--- config.mk ---
export PLATFORM = sky130hd
export DESIGN_NAME = terminal_line_editor
export DESIGN_NICKNAME = d
export VERILOG_FILES = /design/src/hw/rtl/lne_pkg.sv /design/src/hw/rtl/lne_front.sv /design/src/hw/rtl/lne_queue.sv /design/src/hw/rtl/lne_back.sv /design/src/hw/rtl/terminal_line_editor.sv
export SDC_FILE = /design/constraint.sdc
export NUM_CORES = 1
export LEC_CHECK = 0
export ABC_AREA = 1
export BUFFER_PORTS_ARGS = -buffer_cell sky130_fd_sc_hd__buf_2
export CAP_MARGIN = 10
export CORE_MARGIN = 3
export CORE_UTILIZATION = 30
export CTS_CLUSTER_DIAMETER = 120
export DETAILED_ROUTE_END_ITERATION = 7
export PLACE_DENSITY_LB_ADDON = 0.08
export SLEW_MARGIN = 10
export SYNTH_ARGS = -nofsm -noshare
export SYNTH_HDL_FRONTEND = slang
export SYNTH_HIERARCHICAL = 1
export SYNTH_SLANG_ARGS = --single-unit
--- constraint.sdc ---
create_clock -name clk -period 5.64 [get_ports clk]
set_clock_uncertainty 0.1 [all_clocks]
set_input_delay 0.282 -clock clk [delete_from_list [all_inputs] [get_ports clk]]
set_output_delay 0.282 -clock clk [all_outputs]
set_load 0.1 [all_outputs]
--- src/hw/rtl/lne_pkg.sv ---
// ============================================================================
// lne_pkg: shared types and constants of the terminal line editor
// Command record passed from the front end to the back end, result record,
// character codes and capacity limits.
// ============================================================================
package lne_pkg;

    // character codes
    localparam logic [7:0] CharNul = 8'h00;
    localparam logic [7:0] CharBs  = 8'h08;
    localparam logic [7:0] CharNl  = 8'h0a;
    localparam logic [7:0] CharCr  = 8'h0d;
    localparam logic [7:0] CharSp  = 8'h20;
    localparam logic [7:0] CharDel = 8'h7f;

    // capacity limits (buffer bytes including the terminating zero)
    localparam logic [8:0] CapMin    = 9'd2;
    localparam logic [8:0] CapMax    = 9'd256;
    localparam logic [8:0] MaxLine   = 9'd256;
    localparam logic [8:0] CapReset  = 9'd128;

    // command queue depth
    localparam int QueueDepth = 4;
    localparam int QueuePtrW  = $clog2(QueueDepth);

    // command kinds decided by the front end
    typedef enum logic [2:0] {
        LNE_CR,          // carriage return: two results
        LNE_DEL_ECHO,    // delete with erase echo: three results
        LNE_DEL_SILENT,  // delete at line start: one result
        LNE_CHAR,        // plain character: one result
        LNE_CHAR_FULL    // character that fills the line: two results
    } lne_kind_t;

    typedef struct packed {
        lne_kind_t  kind;
        logic [7:0] ch;         // received character
        logic [7:0] pos;        // write position used for this character
        logic [7:0] aux_index;  // slot of the terminating zero on a full line
        logic [8:0] len;        // reported line length
    } lne_cmd_t;

    typedef struct packed {
        logic       echo_valid;
        logic [7:0] echo_byte;
        logic       store_valid;
        logic [7:0] store_index;
        logic [7:0] store_byte;
        logic       line_done;
        logic [8:0] line_length;
        logic       last;
    } lne_result_t;

endpackage

--- src/hw/rtl/lne_front.sv ---
// ============================================================================
// lne_front: input side of the line editor
// Holds the capacity register and the write position, classifies each
// received character and pushes one command per beat into the queue.
// ============================================================================
module lne_front (
    input  logic              clk,
    input  logic              rst_n,
    input  logic              cfg_we,
    input  logic [8:0]        cfg_data,
    input  logic              rx_valid,
    input  logic [7:0]        rx_char,
    output logic              rx_stall,
    input  logic              q_full,
    output logic              q_push,
    output lne_pkg::lne_cmd_t q_cmd
);

    logic [8:0] capacity_reg;
    logic [7:0] pos_reg;
    logic [7:0] pos_next;
    logic [8:0] cap;
    logic [7:0] lim;
    logic [7:0] lim_m1;
    logic [7:0] pos_sat;
    logic [8:0] pos_inc;
    logic       accept;

    // capacity register
    always_ff @(posedge clk or negedge rst_n)
    begin
        if (!rst_n)
        begin
            capacity_reg <= lne_pkg::CapReset;
        end
        else if (cfg_we)
        begin
            capacity_reg <= cfg_data;
        end
    end

    // effective capacity and limits
    always_comb
    begin
        cap = capacity_reg;
        if (cap < lne_pkg::CapMin)
        begin
            cap = lne_pkg::CapMin;
        end
        if (cap > lne_pkg::CapMax)
        begin
            cap = lne_pkg::CapMax;
        end
        if (cap > lne_pkg::MaxLine)
        begin
            cap = lne_pkg::MaxLine;
        end
    end

    assign lim     = 8'(cap - 9'd1);
    assign lim_m1  = lim - 8'd1;
    assign pos_sat = (pos_reg > lim_m1) ? lim_m1 : pos_reg;
    assign pos_inc = {1'b0, pos_sat} + 9'd1;

    assign rx_stall = q_full;
    assign accept   = rx_valid && !q_full;
    assign q_push   = accept;

    // classify the character and work out the next position
    always_comb
    begin
        q_cmd.ch        = rx_char;
        q_cmd.pos       = pos_sat;
        q_cmd.aux_index = lim;
        q_cmd.len       = 9'd0;
        q_cmd.kind      = lne_pkg::LNE_CHAR;
        pos_next        = pos_reg;
        if (rx_char == lne_pkg::CharCr)
        begin
            q_cmd.kind = lne_pkg::LNE_CR;
            q_cmd.len  = (pos_sat != 8'd0) ? pos_inc : 9'd0;
            pos_next   = 8'd0;
        end
        else if (rx_char == lne_pkg::CharDel)
        begin
            if (pos_sat != 8'd0)
            begin
                q_cmd.kind = lne_pkg::LNE_DEL_ECHO;
                pos_next   = pos_sat - 8'd1;
            end
            else
            begin
                q_cmd.kind = lne_pkg::LNE_DEL_SILENT;
                pos_next   = 8'd0;
            end
        end
        else if (pos_inc >= {1'b0, lim})
        begin
            q_cmd.kind = lne_pkg::LNE_CHAR_FULL;
            q_cmd.len  = cap;
            pos_next   = 8'd0;
        end
        else
        begin
            pos_next = pos_inc[7:0];
        end
    end

    // write position
    always_ff @(posedge clk or negedge rst_n)
    begin
        if (!rst_n)
        begin
            pos_reg <= 8'd0;
        end
        else if (accept)
        begin
            pos_reg <= pos_next;
        end
    end

endmodule

--- src/hw/rtl/lne_queue.sv ---
// ============================================================================
// lne_queue: command queue between front and back end
// Small register FIFO; push and pop may happen in the same cycle.
// ============================================================================
module lne_queue (
    input  logic              clk,
    input  logic              rst_n,
    input  logic              push,
    input  lne_pkg::lne_cmd_t push_cmd,
    output logic              full,
    input  logic              pop,
    output logic              head_valid,
    output lne_pkg::lne_cmd_t head_cmd
);

    localparam logic [lne_pkg::QueuePtrW:0] Depth = (lne_pkg::QueuePtrW + 1)'(lne_pkg::QueueDepth);

    lne_pkg::lne_cmd_t entry_reg [lne_pkg::QueueDepth];
    logic [lne_pkg::QueuePtrW-1:0] wr_ptr_reg;
    logic [lne_pkg::QueuePtrW-1:0] rd_ptr_reg;
    logic [lne_pkg::QueuePtrW:0]   count_reg;
    logic [lne_pkg::QueuePtrW:0]   count_next;
    logic                          do_push;
    logic                          do_pop;

    assign full       = (count_reg == Depth);
    assign head_valid = (count_reg != '0);
    assign head_cmd   = entry_reg[rd_ptr_reg];
    assign do_push    = push && !full;
    assign do_pop     = pop && head_valid;

    // occupancy
    always_comb
    begin
        count_next = count_reg;
        if (do_push && !do_pop)
        begin
            count_next = count_reg + 1'b1;
        end
        else if (do_pop && !do_push)
        begin
            count_next = count_reg - 1'b1;
        end
    end

    // pointers and count
    always_ff @(posedge clk or negedge rst_n)
    begin
        if (!rst_n)
        begin
            wr_ptr_reg <= '0;
            rd_ptr_reg <= '0;
            count_reg  <= '0;
        end
        else
        begin
            if (do_push)
            begin
                wr_ptr_reg <= wr_ptr_reg + 1'b1;
            end
            if (do_pop)
            begin
                rd_ptr_reg <= rd_ptr_reg + 1'b1;
            end
            count_reg <= count_next;
        end
    end

    // entry storage
    always_ff @(posedge clk)
    begin
        if (do_push)
        begin
            entry_reg[wr_ptr_reg] <= push_cmd;
        end
    end

endmodule

--- src/hw/rtl/lne_back.sv ---
// ============================================================================
// lne_back: result side of the line editor
// Expands each queued command into one to three results and holds the
// current result in an output register.
// ============================================================================
module lne_back (
    input  logic                 clk,
    input  logic                 rst_n,
    input  logic                 head_valid,
    input  lne_pkg::lne_cmd_t    head_cmd,
    output logic                 pop,
    output logic                 res_valid,
    input  logic                 res_stall,
    output lne_pkg::lne_result_t res
);

    logic [1:0]           step_reg;
    logic [1:0]           step_next;
    logic                 valid_reg;
    lne_pkg::lne_result_t res_reg;
    lne_pkg::lne_result_t gen;
    logic                 load;
    logic                 echo_ch;

    assign echo_ch = (head_cmd.ch != lne_pkg::CharNul);

    // result for the current step of the head command
    always_comb
    begin
        gen = '0;
        unique case (head_cmd.kind) inside
            lne_pkg::LNE_CR:
            begin
                if (step_reg == 2'd0)
                begin
                    gen.echo_valid  = 1'b1;
                    gen.echo_byte   = lne_pkg::CharNl;
                    gen.store_valid = 1'b1;
                    gen.store_index = head_cmd.pos;
                end
                else
                begin
                    gen.echo_valid  = 1'b1;
                    gen.echo_byte   = lne_pkg::CharCr;
                    gen.line_done   = 1'b1;
                    gen.line_length = head_cmd.len;
                    gen.last        = 1'b1;
                end
            end
            lne_pkg::LNE_DEL_ECHO:
            begin
                gen.echo_valid = 1'b1;
                if (step_reg == 2'd0)
                begin
                    gen.echo_byte   = lne_pkg::CharBs;
                    gen.store_valid = 1'b1;
                    gen.store_index = head_cmd.pos;
                    gen.store_byte  = lne_pkg::CharDel;
                end
                else if (step_reg == 2'd1)
                begin
                    gen.echo_byte = lne_pkg::CharSp;
                end
                else
                begin
                    gen.echo_byte = lne_pkg::CharBs;
                    gen.last      = 1'b1;
                end
            end
            lne_pkg::LNE_DEL_SILENT:
            begin
                gen.store_valid = 1'b1;
                gen.store_byte  = lne_pkg::CharDel;
                gen.last        = 1'b1;
            end
            lne_pkg::LNE_CHAR, lne_pkg::LNE_CHAR_FULL:
            begin
                if (step_reg == 2'd0)
                begin
                    gen.echo_valid  = echo_ch;
                    gen.echo_byte   = head_cmd.ch;
                    gen.store_valid = 1'b1;
                    gen.store_index = head_cmd.pos;
                    gen.store_byte  = head_cmd.ch;
                    gen.last        = (head_cmd.kind == lne_pkg::LNE_CHAR);
                end
                else
                begin
                    gen.store_valid = 1'b1;
                    gen.store_index = head_cmd.aux_index;
                    gen.line_done   = 1'b1;
                    gen.line_length = head_cmd.len;
                    gen.last        = 1'b1;
                end
            end
            default:
            begin
                gen = '0;
            end
        endcase
    end

    // output register free or draining this cycle
    assign load = head_valid && (!valid_reg || !res_stall);
    assign pop  = load && gen.last;

    always_comb
    begin
        step_next = step_reg;
        if (load)
        begin
            step_next = gen.last ? 2'd0 : (step_reg + 2'd1);
        end
    end

    // step counter and output valid
    always_ff @(posedge clk or negedge rst_n)
    begin
        if (!rst_n)
        begin
            step_reg  <= 2'd0;
            valid_reg <= 1'b0;
        end
        else
        begin
            step_reg <= step_next;
            if (load)
            begin
                valid_reg <= 1'b1;
            end
            else if (!res_stall)
            begin
                valid_reg <= 1'b0;
            end
        end
    end

    // output payload
    always_ff @(posedge clk)
    begin
        if (load)
        begin
            res_reg <= gen;
        end
    end

    assign res_valid = valid_reg;
    assign res       = res_reg;

endmodule

--- src/hw/rtl/terminal_line_editor.sv ---
// ============================================================================
// terminal_line_editor: canonical line editing with echo for a terminal
// Front end classifies received characters, a command queue decouples it
// from the back end that emits buffer writes, echo bytes and line completion.
// ============================================================================
// Path: a character's command is registered in the command queue and its first
// result then in the output register, when queue and output register are free.
// Throughput: one result per cycle from the back end while res_stall is low; a
// character yields one to three results (three for an erase), the input takes
// a beat a cycle until the four-entry command queue fills.
// Reset: write position 0, capacity 128, queue and output register empty.
module terminal_line_editor (
    input  logic       clk,
    input  logic       rst_n,
    input  logic       cfg_we,
    input  logic [8:0] cfg_data,
    input  logic       rx_valid,
    output logic       rx_stall,
    input  logic [7:0] rx_char,
    output logic       res_valid,
    input  logic       res_stall,
    output logic       echo_valid,
    output logic [7:0] echo_byte,
    output logic       store_valid,
    output logic [7:0] store_index,
    output logic [7:0] store_byte,
    output logic       line_done,
    output logic [8:0] line_length,
    output logic       last
);

    logic                 q_full;
    logic                 q_push;
    lne_pkg::lne_cmd_t    q_cmd;
    logic                 q_pop;
    logic                 q_head_valid;
    lne_pkg::lne_cmd_t    q_head_cmd;
    lne_pkg::lne_result_t res;

    // input side
    lne_front u_front (
        .clk      (clk),
        .rst_n    (rst_n),
        .cfg_we   (cfg_we),
        .cfg_data (cfg_data),
        .rx_valid (rx_valid),
        .rx_char  (rx_char),
        .rx_stall (rx_stall),
        .q_full   (q_full),
        .q_push   (q_push),
        .q_cmd    (q_cmd)
    );

    // command queue
    lne_queue u_queue (
        .clk        (clk),
        .rst_n      (rst_n),
        .push       (q_push),
        .push_cmd   (q_cmd),
        .full       (q_full),
        .pop        (q_pop),
        .head_valid (q_head_valid),
        .head_cmd   (q_head_cmd)
    );

    // result side
    lne_back u_back (
        .clk        (clk),
        .rst_n      (rst_n),
        .head_valid (q_head_valid),
        .head_cmd   (q_head_cmd),
        .pop        (q_pop),
        .res_valid  (res_valid),
        .res_stall  (res_stall),
        .res        (res)
    );

    // result fields
    assign echo_valid  = res.echo_valid;
    assign echo_byte   = res.echo_byte;
    assign store_valid = res.store_valid;
    assign store_index = res.store_index;
    assign store_byte  = res.store_byte;
    assign line_done   = res.line_done;
    assign line_length = res.line_length;
    assign last        = res.last;

endmodule
After elaboration in Yosys (flattened, before gate mapping) --
Memory sizes are Yosys's and may differ from the RTL's. Cells that the tools add are included. Widths: inputs -> output; s select.
Word-level totals: word-level logic and storage cells 101, bits of input ports 22, output and inout port bits 39, memory bits (writable) 144, flip-flop bits (word level) 64, memories 1
Memories:
- u_queue.entry_reg | depth 4, bits a word 36, read ports 1, clocked after memory_dff 0, write ports 1, RTL line lne_queue.sv:18 | lne_pkg::lne_cmd_t entry_reg [lne_pkg::QueueDepth];
Operators by class: equality and inequality tests 9, reductions and logical operators 20, mux-type cells 42, add/sub/neg operators 9, magnitude comparators 5
Operators by type and width (number):
- $mux 9 | 9
- $mux 8 | 8
- $pmux 8 s3 | 2
- $pmux 9 s3 | 1
- $sub 8x1->8 const B | 3
- $pmux 10 s2 | 1
- $gt 9x9->1 const B | 2
- $mux 3 | 6
- $mux 17 | 1
- $reduce_bool 8->1 | 2
- $mux 11 | 1
- $mux 10 | 1
- $add 8x1->9 const B | 1
- $ge 9x8->1 | 1
- $lt 9x2->1 const B | 1
- $eq 8x4->1 const B | 1
- $eq 8x7->1 const B | 1
- $gt 8x8->1 | 1
- $pmux 1 s4 | 2
- $logic_and 1x1->1 | 7
- $mux 1 | 7
- $add 2x1->2 const B | 3
- $eq 3x2->1 const B | 2
- $eq 3x3->1 const B | 2
- other kinds (14) | 19

Depth between registers and ports, before layout --
depth after elaboration 15, depth in mapped cells 47, mapped depth without buffers 45

By module --
Netlist, hierarchy kept.
By module, submodules not included:
- lne_queue | cells each 480, area each 6236.0 µm², seq. area each 4499.3 µm², instances 1
- lne_front | cells each 383, area each 2433.6 µm², seq. area each 426.7 µm², instances 1
- lne_back | cells each 177, area each 1789.2 µm², seq. area each 1186.1 µm², instances 1

Least setup slack after synthesis --
OpenSTA, ideal clock, no wires.
kind register to register, start point register u_front.capacity_reg[8], end point memory u_queue/entry_reg[0][0] in the netlist's numbering (data pin), clock period less this slack 5.923 ns, slack -0.283 ns, buffers on the path 2, arrival time 5.539 ns, required time 5.257 ns, cell stages (with the launch flop) 44, library setup time 0.283 ns, cells stage by stage dfrtp_1 > buf_6 > nor2_2 > nand2_1 > inv_1 > nand2_2 > inv_1 > nor2_1 > nor2_1 > inv_1 > ha_1 > nand3_2 > nand2_2 > inv_2 > nand4_1 > or2_2 > xor2_1 > xnor2_1 > [... 8 more ...] > nand2_2 > inv_2 > ha_1 > xor2_1 > inv_1 > ha_1 > o21a_1 > o21a_1 > o21a_1 > o21a_1 > o21ai_0 > nand2_1 > a21oi_1 > nand2_2 > nand2_2 > inv_2 > nand2_4 > o22ai_1
RTL lines:
- start: declaration | RTL line lne_front.sv:19 | logic [8:0] capacity_reg;
- start signal: assignment | RTL line lne_front.sv:34 | capacity_reg <= lne_pkg::CapReset;
- start signal: assignment | RTL line lne_front.sv:38 | capacity_reg <= cfg_data;
- end: declaration | RTL line lne_queue.sv:18

==> impl_metrics.yaml <==
synth:
  synth_edf_count: 181
  synthMuxAreaShare_pct: 0
  synth_top_family_by_area: "simple AND/OR/NAND/NOR gates"
  synth_flop_cell: "edfxtp_1"
  yosysTopAreaCell: "edfxtp_1"
  yosys_warnings: 6
  synth_compound_area_share_pct: 8.54
  synth-simple-area-share_pct: 18.7
  synth.avg_cell_area_um2: 10.1
  ys_top_cells_by_area: "edfxtp_1 (52%), nand2_1 (11%), dfrtp_1 (6.2%)"
  synth_top_area_share_pct: 52.0
  syn-num-nets: 1092
  seq_area_frac_synth_pct: 58.4
  ys_types: 45
  syn_inst: 1040
  synthXorXnorAreaFrac_pct: 0.909
  syn_area_um2: 10500
  async_flop_share_pct: 13.0
  synth_fa_ha_area_share_pct: 3.66
  synth_seq_cells: 208
sta:
  timing.final.ws_setup_ns: -0.00736
  layout_min_cycle_time_ns: 5.65
  timing.fmax_mhz: 177
  hold-worst-slack_ns: 0.0316
  max-slew-margin-rel_pct: 44.2
  tightest_slew_ns: 0.837
  maxSlewViolCount: 0
  finalHoldViolCount: 0
  rsz0062_at_grt: "yes"
  setup_viol: 8
  finalCritPeriodShare_pct: 100
worst_setup_path:
  cp-start-kind: "flop"
  cp.arrival_ns: 5.77
  crit_fanout: 8
  critPathKind: "flop to flop"
  cp_common_cell: "nand2_4"
  critPathRequiredTime_ns: 5.77
  slowest_stage: "dfrtp_1"
  critPathCaptureType: "flop"
  critical_path.max_stage_delay_ns: 0.38
placed_design:
  dp_hpwl_um: 18300
  io_buffers: 60
  routabilityCongestion: 0.809
  dp_cells: 1583
cells_and_area:
  multiInputGateArea_um2: 3660
  syn2layout_area_growth_pct: 24.1
  antenna_cells: 0
  final_util_pct: 38.2
  register_area_um2: 6110
  fin_cells: 1659
  nNetsFinal: 1244
  layout-drive-gt1-share_pct: 23.9
  largest_register_ffs: 144
  fillerInstances: 3391
grt:
  grt_pass1_wl_um: 41200
  grt_pass1_vias: 7127
  track_usage_pct: 14.5
  antenna_found_initial: 0
  grt_max_degree: 76
  grt_overflow: 0
route:
  drt_iter0_markers: 393
  drt_wl_total_um: 26600
  drt_pass1_iterations: 4
  antenna_left: 0
  via_per_inst: 4.42
  wl_per_cell_um: 16.0
  drc: 0
  via_count: 7328
clock_tree:
  clk_latency_ns: 0.52
  clock-sinks: 208
  cts_root_buffer: "clkbuf_16"
  htreeDepth: 1
  clk_pin_slew_worst_paths_ns: 0.06
  cts_tree: "built"
  cts_buffer_depth: 3
  cts_buffers: 25
floorplanning:
  initial_utilization_pct: 30.8
  ios: 61
  num_rows: 67
  die_h_um: 193
  core_area_um2: 34000
  dieArea_um2: 37100
  die_w_um: 193
status:
  violations: "negative setup slack"
  status: "finished with violations"
flow_run:
  cap_violations: 0
worst_hold_path:
  min_path_type: "input pin to flop"
-- cells by family (layout without fill, tap and decap cells) --
| family | count (synthesis) | in the layout |
|---|---|---|
| compound gates | 128 | 128 |
| xor+xnor | 10 | 10 |
| fa+ha+maj | 30 | 30 |
| buf+inv | 216 | 387 |
| flops | 208 | 208 |
| simple gates | 448 | 448 |
-- synth_stat cells, types with 2 or more instances --
library cell and n:
nand3_1 37, o21a_1 5, a21oi_1 6, nor2_1 56
buf_4 12, buf_6 13, buf_2 6, clkbuf_8 6
dfrtp_1 26, nor2_2 11, o21ai_0 20, o22ai_1 8
nand2_4 4, nand2_1 293, ha_1 29, nand3_2 6
inv_1 162, o21ai_1 7, nand2_2 21, nand4_1 7
clkbuf_1 2, xnor2_1 3, nor3_1 2, nor2_4 3
edfxtp_1 181, o211ai_1 73, inv_2 13, a21oi_2 3
nand3b_1 4, xor2_1 6
-- stage by stage --
stage / area (um2) / TNS [ns] / setup slack [ns]
after global routing: 13000 / -20.60 / -0.411
final: 13000 / -0.0351 / -0.00736
after floorplan: 10500 / 0 / 0.00498
after detailed placement: 11600 / -6.14 / -0.175
after CTS: 12900 / 0 / 0.0125
after global placement: 11600 / -1.50 / -0.0585
-- critical path, delay by kind of cell (launching register included) --
kind                       cells  cell delay [ns]
xor gates and xnor gates       3             0.50
buffers and inverters          7             0.46
adders and majority gates      4             0.90
AOI/OAI and AO/OA              7             1.00
DFF                            1             0.38
and+or+nand+nor               20             1.98
-- layout by cell type, fill, tap and decap left out, drive strengths merged --
master / netlist / routed
dfstp: 1 / 1
nand3b: 4 / 4
ha: 29 / 29
nor3b: 1 / 1
nand3: 43 / 43
a21oi: 9 / 9
nand4: 8 / 8
fa: 1 / 1
bufinv: 0 / 3
buf: 31 / 145
dlygate4sd3: 0 / 20
o21ai: 28 / 28
nor3: 2 / 2
xor2: 7 / 7
o21bai: 1 / 1
clkinv: 1 / 11
o211ai: 73 / 73
a31oi: 1 / 1
nand2: 318 / 318
o21a: 5 / 5
xnor2: 3 / 3
nor2: 70 / 70
o22ai: 9 / 9
a2bb2oi: 1 / 1
or2: 1 / 1
clkbuf: 9 / 30
dfrtp: 26 / 26
edfxtp: 181 / 181
nor4: 1 / 1
inv: 175 / 176
a21boi: 1 / 1
clkinvlp: 0 / 2
-- path summary, 6_finish.rpt --
check / end / slack, ns / cells past startpoint / start
hold / removal: u_front/capacity_reg[0] / 0.03 / 3 / cfg_we
max in group asynchronous: u_back/step_reg[0] / 4.75 / 2 / rst_n
setup / recovery: u_queue/entry_reg[0][1] / -0.007 / 41 / u_front/capacity_reg[3]
hold reg to reg: u_front/pos_reg[0] / 0.38 / 2 / u_front/pos_reg[0]
min in group asynchronous: u_queue/count_reg[0] / 0.24 / 2 / rst_n
setup reg to reg: u_queue/entry_reg[0][1] / -0.007 / 41 / u_front/capacity_reg[3]
-- per-layer routing --
layer  vias to the layer above  track usage, %  wire, um
met1                      3408            21.0     12900
met3                        41            1.85      1040
li1                       3749               -         -
met4                         0            3.81       571
met5                         -               0         0
met2                       130            23.0     12000
-- layout make-up --
type                       instances  share of cell area [%]
sequential                       208                    47.1
multi-input combinational        616                    28.2
timing repair buffer             165                    8.80
clock buffer                      30                    5.19
inverter                         176                    5.17
tap                              448                    4.32
clock inverter                    16                    1.24
-- what timing repair did --
item	in CTS	in global routing
setup buffers	7	3
hold buffers	20	0
endpoints found under the hold margin	68	0
endpoints found under the setup margin	51	56
gates resized for setup	33	17
pin swaps	13	6
Power is left out: the tool's default activity adds up to more than one toggle a clock period on the data nets, which glitch-free logic cannot reach.
